### src/design/bubble_sort_with_counts_macros.svh
// ----------------------------------------------------------------------------
// bubble_sort_with_counts_macros.svh
// Assertion macros shared by the sorter RTL. Each expects clk and arst_n.
// ----------------------------------------------------------------------------
`ifndef BUBBLE_SORT_WITH_COUNTS_MACROS_SVH
`define BUBBLE_SORT_WITH_COUNTS_MACROS_SVH

// same-cycle implication, disabled in reset
`define BSC_ASSERT_IMPL(lbl, ante, cons, msg) \
	lbl: assert property (@(posedge clk) disable iff (!arst_n) (ante) |-> (cons)) \
		else $error(msg);

// next-cycle implication, disabled in reset
`define BSC_ASSERT_NEXT(lbl, ante, cons, msg) \
	lbl: assert property (@(posedge clk) disable iff (!arst_n) (ante) |=> (cons)) \
		else $error(msg);

`endif

### src/design/bsc_pkg.sv
// ----------------------------------------------------------------------------
// bsc_pkg
// Shared types and sizes for the bubble sorter with swap/compare counts.
// ----------------------------------------------------------------------------
package bsc_pkg;

	localparam int MAX_KEYS = 64;
	localparam int KEY_W    = 32;
	localparam int TOT_W    = 11;
	localparam int ADDR_W   = (MAX_KEYS > 1) ? $clog2(MAX_KEYS) : 1;
	localparam int CNT_W    = $clog2(MAX_KEYS + 1);

	// input beat
	typedef struct packed {
		logic [KEY_W-1:0] item_value;
		logic             item_last;
	} item_t;

	// output beat
	typedef struct packed {
		logic [KEY_W-1:0] sorted_value;
		logic [TOT_W-1:0] swap_total;
		logic [TOT_W-1:0] compare_total;
		logic             overflow_flag;
		logic             result_last;
	} result_t;

	// controls from the sequencer to the compare/swap unit
	typedef struct packed {
		logic clr;   // clear swap and compare totals
		logic load;  // start of pass: take first key into hold, clear moved
		logic step;  // one compare of hold against the key just read
	} cmp_ctl_t;

endpackage

### src/design/bsc_key_ram.sv
// ----------------------------------------------------------------------------
// bsc_key_ram
// Key store: one write port, one read port with registered read data.
// ----------------------------------------------------------------------------
module bsc_key_ram (
	input  logic                      clk,
	input  logic                      we,
	input  logic [bsc_pkg::ADDR_W-1:0] waddr,
	input  logic [bsc_pkg::KEY_W-1:0]  wdata,
	input  logic                      re,
	input  logic [bsc_pkg::ADDR_W-1:0] raddr,
	output logic [bsc_pkg::KEY_W-1:0]  rdata
);
	import bsc_pkg::*;

	logic [KEY_W-1:0] mem [MAX_KEYS];

	// write port
	always_ff @(posedge clk) begin
		if (we) begin
			mem[waddr] <= wdata;
		end
	end

	// read port, data valid the cycle after re
	always_ff @(posedge clk) begin
		if (re) begin
			rdata <= mem[raddr];
		end
	end

endmodule

### src/design/bsc_cmp_unit.sv
// ----------------------------------------------------------------------------
// bsc_cmp_unit
// Shared compare/swap unit. Holds the key that bubbles up through a pass,
// compares it against each key read from the store and keeps the totals.
// ----------------------------------------------------------------------------
`include "bubble_sort_with_counts_macros.svh"

module bsc_cmp_unit (
	input  logic                     clk,
	input  logic                     arst_n,
	input  bsc_pkg::cmp_ctl_t        ctl,
	input  logic [bsc_pkg::KEY_W-1:0] rd_data,
	output logic [bsc_pkg::KEY_W-1:0] wr_data,
	output logic [bsc_pkg::KEY_W-1:0] hold,
	output logic                     moved,
	output logic [bsc_pkg::TOT_W-1:0] swap_total,
	output logic [bsc_pkg::TOT_W-1:0] compare_total
);
	import bsc_pkg::*;

	logic [KEY_W-1:0] hold_q;
	logic             moved_q;
	logic [TOT_W-1:0] swap_q;
	logic [TOT_W-1:0] cmp_q;
	logic             gt;

	// strict greater-than: equal keys stay put
	assign gt      = hold_q > rd_data;
	// the smaller of the pair drops to the lower slot
	assign wr_data = gt ? rd_data : hold_q;

	// bubbling key: larger one travels on
	always_ff @(posedge clk) begin
		if (ctl.load) begin
			hold_q <= rd_data;
		end else if (ctl.step && !gt) begin
			hold_q <= rd_data;
		end
	end

	// swap flag of the current pass and run totals
	always_ff @(posedge clk or negedge arst_n) begin
		if (!arst_n) begin
			moved_q <= 1'b0;
			swap_q  <= '0;
			cmp_q   <= '0;
		end else begin
			if (ctl.load) begin
				moved_q <= 1'b0;
			end else if (ctl.step && gt) begin
				moved_q <= 1'b1;
			end
			if (ctl.clr) begin
				swap_q <= '0;
				cmp_q  <= '0;
			end else if (ctl.step) begin
				cmp_q <= cmp_q + TOT_W'(1);
				if (gt) begin
					swap_q <= swap_q + TOT_W'(1);
				end
			end
		end
	end

	assign hold          = hold_q;
	assign moved         = moved_q;
	assign swap_total    = swap_q;
	assign compare_total = cmp_q;

	`BSC_ASSERT_NEXT(a_swap_sets_moved, ctl.step && gt && !ctl.load, moved_q, "swap did not set moved flag")
	`BSC_ASSERT_NEXT(a_load_clears_moved, ctl.load, !moved_q, "pass start did not clear moved flag")
	`BSC_ASSERT_IMPL(a_swaps_le_compares, 1'b1, swap_q <= cmp_q, "more swaps than compares")

endmodule

### src/design/bubble_sort_with_counts.sv
// Sequence: keys are taken in the load state; after the last key a start state, then each pass
// of L compares runs pass start, one compare per cycle (through the shared unit and the key
// store's single read and write ports) and pass end; each result is held until taken.
// Throughput: one set at a time; no input is taken from the last key until its final result.
// Reset: asynchronous, clears count, overflow flag and sequencer; the store is not cleared.
// ----------------------------------------------------------------------------
// bubble_sort_with_counts
// Collects up to MAX_KEYS keys, bubble sorts them with early exit and streams
// them out ascending with the run's swap and compare totals.
// ----------------------------------------------------------------------------
`include "bubble_sort_with_counts_macros.svh"

module bubble_sort_with_counts (
	input  logic             clk,
	input  logic             arst_n,
	input  logic             in_valid,
	output logic             in_ready,
	input  bsc_pkg::item_t   in_data,
	output logic             out_valid,
	input  logic             out_ready,
	output bsc_pkg::result_t out_data
);
	import bsc_pkg::*;

	// sequencer states
	localparam logic [2:0] ST_LOAD  = 3'd0;  // taking keys
	localparam logic [2:0] ST_RD0   = 3'd1;  // read key 0, clear totals
	localparam logic [2:0] ST_LD0   = 3'd2;  // pass start: hold key 0, read key 1
	localparam logic [2:0] ST_CMP   = 3'd3;  // one compare per cycle
	localparam logic [2:0] ST_PEND  = 3'd4;  // pass end: write hold, read key 0
	localparam logic [2:0] ST_ELD   = 3'd5;  // capture result into output register
	localparam logic [2:0] ST_EWAIT = 3'd6;  // result beat offered

	logic [2:0]        state_q, state_d;
	logic [CNT_W-1:0]  cnt_q;
	logic              drop_q;
	logic [ADDR_W-1:0] lim_q;
	logic [ADDR_W-1:0] k_q;
	logic [ADDR_W-1:0] e_q;
	result_t           out_q;

	logic              in_acc, out_acc;
	logic              we, re;
	logic [ADDR_W-1:0] waddr, raddr;
	logic [KEY_W-1:0]  wdata, rdata;
	cmp_ctl_t          ctl;
	logic [KEY_W-1:0]  cu_wr_data, cu_hold;
	logic              cu_moved;
	logic [TOT_W-1:0]  cu_swaps, cu_cmps;
	logic [ADDR_W-1:0] k_inc;
	logic [CNT_W-1:0]  cnt_m1;

	assign in_ready  = (state_q == ST_LOAD);
	assign out_valid = (state_q == ST_EWAIT);
	assign out_data  = out_q;
	assign in_acc    = in_valid && in_ready;
	assign out_acc   = out_valid && out_ready;
	assign k_inc     = k_q + ADDR_W'(1);
	assign cnt_m1    = cnt_q - CNT_W'(1);

	bsc_key_ram u_ram (
		.clk   (clk),
		.we    (we),
		.waddr (waddr),
		.wdata (wdata),
		.re    (re),
		.raddr (raddr),
		.rdata (rdata)
	);

	bsc_cmp_unit u_cmp (
		.clk           (clk),
		.arst_n        (arst_n),
		.ctl           (ctl),
		.rd_data       (rdata),
		.wr_data       (cu_wr_data),
		.hold          (cu_hold),
		.moved         (cu_moved),
		.swap_total    (cu_swaps),
		.compare_total (cu_cmps)
	);

	// store ports, unit controls and next state
	always_comb begin
		state_d = state_q;
		we      = 1'b0;
		waddr   = '0;
		wdata   = cu_wr_data;
		re      = 1'b0;
		raddr   = '0;
		ctl     = '0;
		case (state_q)
			ST_LOAD: begin
				if (in_acc) begin
					if (cnt_q < CNT_W'(MAX_KEYS)) begin
						we    = 1'b1;
						waddr = cnt_q[ADDR_W-1:0];
						wdata = in_data.item_value;
					end
					if (in_data.item_last) begin
						state_d = ST_RD0;
					end
				end
			end
			ST_RD0: begin
				re      = 1'b1;
				ctl.clr = 1'b1;
				state_d = (cnt_q >= CNT_W'(2)) ? ST_LD0 : ST_ELD;
			end
			ST_LD0: begin
				ctl.load = 1'b1;
				re       = 1'b1;
				raddr    = ADDR_W'(1);
				state_d  = ST_CMP;
			end
			ST_CMP: begin
				ctl.step = 1'b1;
				we       = 1'b1;
				waddr    = k_q;
				re       = 1'b1;
				raddr    = k_q + ADDR_W'(2);
				if (k_inc == lim_q) begin
					state_d = ST_PEND;
				end
			end
			ST_PEND: begin
				we      = 1'b1;
				waddr   = lim_q;
				wdata   = cu_hold;
				re      = 1'b1;
				state_d = (cu_moved && lim_q != ADDR_W'(1)) ? ST_LD0 : ST_ELD;
			end
			ST_ELD: begin
				state_d = ST_EWAIT;
			end
			ST_EWAIT: begin
				if (out_acc) begin
					if (out_q.result_last) begin
						state_d = ST_LOAD;
					end else begin
						re      = 1'b1;
						raddr   = e_q + ADDR_W'(1);
						state_d = ST_ELD;
					end
				end
			end
			default: begin
				state_d = ST_LOAD;
			end
		endcase
	end

	// sequencer, key count and overflow flag
	always_ff @(posedge clk or negedge arst_n) begin
		if (!arst_n) begin
			state_q <= ST_LOAD;
			cnt_q   <= '0;
			drop_q  <= 1'b0;
			lim_q   <= '0;
			k_q     <= '0;
			e_q     <= '0;
		end else begin
			state_q <= state_d;
			case (state_q)
				ST_LOAD: begin
					if (in_acc) begin
						if (cnt_q < CNT_W'(MAX_KEYS)) begin
							cnt_q <= cnt_q + CNT_W'(1);
						end else begin
							drop_q <= 1'b1;
						end
					end
				end
				ST_RD0: begin
					lim_q <= cnt_m1[ADDR_W-1:0];
					e_q   <= '0;
				end
				ST_LD0: begin
					k_q <= '0;
				end
				ST_CMP: begin
					k_q <= k_inc;
				end
				ST_PEND: begin
					lim_q <= lim_q - ADDR_W'(1);
					e_q   <= '0;
				end
				ST_EWAIT: begin
					if (out_acc) begin
						if (out_q.result_last) begin
							cnt_q  <= '0;
							drop_q <= 1'b0;
						end else begin
							e_q <= e_q + ADDR_W'(1);
						end
					end
				end
				default: begin
				end
			endcase
		end
	end

	// output register, loaded from the store's read data, run totals, overflow flag and last marker
	always_ff @(posedge clk) begin
		if (state_q == ST_ELD) begin
			out_q.sorted_value  <= rdata;
			out_q.swap_total    <= cu_swaps;
			out_q.compare_total <= cu_cmps;
			out_q.overflow_flag <= drop_q;
			out_q.result_last   <= (CNT_W'(e_q) == cnt_m1);
		end
	end

	`BSC_ASSERT_IMPL(a_one_side_only, in_ready, !out_valid, "input and output open together")
	`BSC_ASSERT_IMPL(a_count_in_range, 1'b1, cnt_q <= CNT_W'(MAX_KEYS), "key count beyond store")
	`BSC_ASSERT_IMPL(a_cmp_in_pass, state_q == ST_CMP, k_q < lim_q, "compare index past pass end")
	`BSC_ASSERT_NEXT(a_last_reopens, out_acc && out_data.result_last, in_ready && cnt_q == '0, "set not closed after last result")

endmodule
### config.mk
export PLATFORM = sky130hd
export DESIGN_NAME = bubble_sort_with_counts
export DESIGN_NICKNAME = d
export VERILOG_FILES = /design/src/design/bsc_pkg.sv /design/src/design/bsc_key_ram.sv /design/src/design/bsc_cmp_unit.sv /design/src/design/bubble_sort_with_counts.sv
export VERILOG_INCLUDE_DIRS = /design/src /design/src/design
export SDC_FILE = /design/constraint.sdc
export NUM_CORES = 2
export LEC_CHECK = 0
export BUFFER_PORTS_ARGS = -buffer_cell sky130_fd_sc_hd__buf_2
export CELL_PAD_IN_SITES_DETAIL_PLACEMENT = 0
export CELL_PAD_IN_SITES_GLOBAL_PLACEMENT = 1
export CORE_MARGIN = 3
export CORE_UTILIZATION = 55
export CTS_CLUSTER_DIAMETER = 50
export DETAILED_ROUTE_END_ITERATION = 7
export HOLD_SLACK_MARGIN = 0.12
export PLACE_DENSITY_LB_ADDON = 0.3
export SLEW_MARGIN = 5
export SYNTH_ARGS = -nofsm -noshare
export SYNTH_HDL_FRONTEND = slang
export SYNTH_SLANG_ARGS = --single-unit
### constraint.sdc
create_clock -name clk -period 12.39 [get_ports clk]
set_input_delay 2.478 -clock clk [delete_from_list [all_inputs] [get_ports clk]]
set_output_delay 2.478 -clock clk [all_outputs]
set_load 0.005 [all_outputs]
==> reports/metrics.yaml <==
job:
  max-cap-violations: 0
floorplanning:
  initial_core_util_pct: 55.66
  die_y_um: 410.0
  core_um2: 161300
  die-area_um2: 168100
  die-width_um: 410.0
  pin_count: 95
  num_rows: 147
cts:
  cts_buffers: 218
  cts_tree: "built"
  clkTransAtPathRegs_ns: 0.06
  insertion_delay_ns: 0.86
  cts_setup_buffers: 0
  cts-resized-gates: 0
  cts_root_buf: "clkbuf_16"
  htreeDepth: 4
  clockBufferDepth: 3
  cts_hold_buffers: 0
  cts_sinks: 2220
hold_path:
  min_path_type: "register to register"
  hold_start: "drop_q"
logic_synthesis:
  syn_area_um2: 89780
  synth_cell_types: 83
  synth_top_family_by_area: "simple AND/OR/NAND/NOR gates"
  synth_warnings: 0
  syn_inst: 6758
  synthMuxAreaShare_pct: 1.140
  ys_seq_area_share_pct: 73.96
  synthSimpleGateAreaFrac_pct: 14.66
  syn_area_per_cell_um2: 13.29
  async_reset_ff_share_pct: 2.342
  syn_nets: 6837
  ys_seq_elements: 2220
  synth_edf_count: 2168
  yosys_most_used_dff: "edfxtp_1"
  synth-compound-area-share_pct: 6.653
  yosys.area_share.adder_pct: 0.5853
  synth_xor_area_share_pct: 0.2731
global_routing:
  grt_pass1_wl_um: 389200
  first_global_vias: 55040
  grtUsageTotal_pct: 31.93
  grt_max_degree: 158
  antenna_found_initial: 24
  grt-ovfl-total: 0
routing:
  drc: 0
  wl_per_cell_um: 29.64
  dr.first_iter.drc_count: 9369
  num_vias: 58920
  vias_per_cell: 6.432
  antenna_left: 0
  drt-total-wl_um: 271500
  first_pass_iters: 6
pwr:
  pwr-share-seq_pct: 56.3
  pwr-share-comb_pct: 0.1
  power.internal_mw: 11.57
  power.share.switching_pct: 19.69
  p_leak_nw: 34.69
  p_per_area_nw_per_um2: 144.6
  total_power_mw: 14.41
  ir_drop_v: 0.0001390
  clockPowerShare_pct: 43.6
  p_sw_mw: 2.838
sta:
  whs_ns: 0.4563
  rsz0062_at_grt: "no"
  setup_viol: 0
  relSlewSlack_pct: 15.85
  fin_crit_sh_pct: 50.21
  tns_ns: 0
  finalMaxSlewViolations: 0
  max_freq_ghz: 0.1607
  setup_slack_ns: 6.169
  finClkSkew_ns: 0.03075
  hold_viol: 0
  period_needed_ns: 6.221
  tightestPinTransition_ns: 1.255
final_layout:
  fillCellCount: 12020
  syn2layout_area_growth_pct: 11.03
  drive_gt1_share_pct: 10.54
  final_nets: 6888
critical_path:
  cp-start-kind: "input port"
  crit_path_start: "out_ready"
  r2r-start: "state_q[1]"
  worstPathArrival_ns: 6.95
  crit_required_ns: 13.12
  r2r_setup_slack_ns: 6.84
  crit_type: "input port to register"
  crit_fanout: 138
  crit_path_end_kind: "register"
placement:
  port-buffer-count: 94
  place_hpwl_um: 149600
  pre_cts_ws_ns: 5.381
  gp_congestion: 0.9145
status:
  outcome: "finished clean"
[final timing paths]
check                                              end  depth (start not counted)
worst max-delay path                    u_ram.rdata[4]                         12
worst min-delay path                       out_data[1]                          0
worst max register to register          u_ram.rdata[3]                          8
worst min register to register             out_data[1]                          0
max in group asynchronous                       k_q[1]                          2
min in group asynchronous       u_cmp.compare_total[7]                          2
[cells in the final DEF, fill, tap and decap left out, drive strengths merged, types with 11 or more instances in the layout]
cell type	Yosys	layout
edfxtp	2168	2168
nand2	1842	1842
nand3	693	693
buf	346	273
clkbuf	96	259
a21oi	197	197
and3	187	187
nor2	164	164
a31oi	148	148
clkinv	0	111
mux2i	100	100
o21ai	86	86
inv	45	61
a311oi	55	55
dfrtp	52	52
a211oi	44	44
ha	42	42
a221o	41	41
a221oi	32	32
nand4	27	27
nor3	23	23
o22ai	23	23
a32oi	22	22
o31ai	21	21
a22oi	20	20
nand2b	19	19
a32o	18	18
a22o	17	17
nor4	17	17
a21o	16	16
xor2	14	14
xnor2	14	14
nor2b	13	13
a211o	12	12
a2111oi	12	12
o2bb2ai	11	11
[state kept, by name, summed over array words and instances, names as in the netlist, 3 cells and up]
signal               count
out_data                56
lim_q                    6
u_ram.mem             2048
e_q                      6
state_q                  3
k_q                      6
u_cmp.swap_total        11
u_cmp.compare_total     11
u_ram.rdata             32
u_cmp.hold              32
cnt_q                    7
[metrics by stage]
step / area (um2) / utilization, % / std cells
2_1_floorplan: 89780 / - / 6758
3_3_place_gp: 92910 / 57.60 / 8746
3_5_place_dp: 92940 / 57.62 / 8748
4_1_cts: 99650 / 61.78 / 9150
5_1_grt: 99670 / 61.79 / 9152
6_report: 99690 / 61.80 / 9161
[final cells by class]
cell class | count | area [um2] | share of cell area (%)
multi-input cells | 4051 | 21710 | 21.77
clock buffers | 259 | 5630 | 5.648
repair buffers | 273 | 1977 | 1.983
flip-flops and latches | 2220 | 66400 | 66.61
clock inverters | 143 | 1076 | 1.079
diodes | 10 | 25.02 | 0.02510
inverters | 45 | 168.9 | 0.1694
well taps | 2160 | 2703 | 2.711
[cells by family (layout without fill, tap and decap cells)]
kind of cell / Yosys count / in the layout
DFF: 2220 / 2220
other: 0 / 10
AOI/OAI and AO/OA: 850 / 850
and+or+nand+nor: 3030 / 3030
muxes: 101 / 101
buffers and inverters: 487 / 720
adders and majority gates: 42 / 42
xor gates and xnor gates: 28 / 28
[Yosys cell counts (14+ instances only)]
library cell / number / area [um2]
nand2b_1: 18 / 112.6
o31ai_1: 21 / 157.7
a211oi_1: 44 / 330.3
xor2_1: 14 / 122.6
a311oi_1: 55 / 481.7
buf_4: 58 / 435.4
nand3_1: 693 / 3468
a221oi_1: 32 / 280.3
o21ai_0: 70 / 350.3
nand4_1: 27 / 168.9
a22oi_1: 20 / 150.1
dfrtp_1: 52 / 1301
xnor2_1: 14 / 122.6
ha_1: 42 / 525.5
clkbuf_1: 96 / 360.4
o21ai_1: 15 / 75.07
nor3_1: 23 / 115.1
a31oi_1: 148 / 925.9
a22o_1: 17 / 148.9
a21o_1: 16 / 120.1
o22ai_1: 22 / 137.6
a221o_1: 41 / 410.4
nor4_1: 17 / 106.4
and3_1: 187 / 1170
a32o_1: 18 / 180.2
nand2_1: 1842 / 6914
nor2_1: 158 / 593.1
a21oi_1: 196 / 980.9
inv_1: 45 / 168.9
a32oi_1: 21 / 183.9
mux2i_1: 100 / 1001
edfxtp_1: 2168 / 65100
buf_2: 269 / 1346
[critical path: stages]
cell and delay (ns):
buf_2 0.22, nand2b_2 0.20, a2bb2oi_4 0.25, buf_12 0.51, buf_4 0.67, buf_4 0.61, nand2_1 0.10, and3_1 0.18
a31oi_1 0.15, o22ai_1 0.10, o31ai_1 0.97, a211o_1 0.23
[metal layers]
metal  up-vias  share of wire, %  GRT usage (%)
met5         -             0.031              0
met4        14               5.1          15.10
met3       592                12          7.249
met2      3615                45          47.51
met1     29490                38          45.06
li1      25210                 -              -
[power groups by stage]
stage / Combinational (mW) / Clock (mW) / Sequential, mW
finish: 0.0189 / 6.28 / 8.11
global route: 0.0209 / 6.63 / 8.11
CTS: 0.0192 / 6.32 / 8.11
detailed placement: 0.0189 / 0 / 8.27
global placement: 0.0186 / 0 / 8.27
floorplan: 0.00723 / 0 / 8.27
No activity file was read; power rests on OpenSTA's default activity.
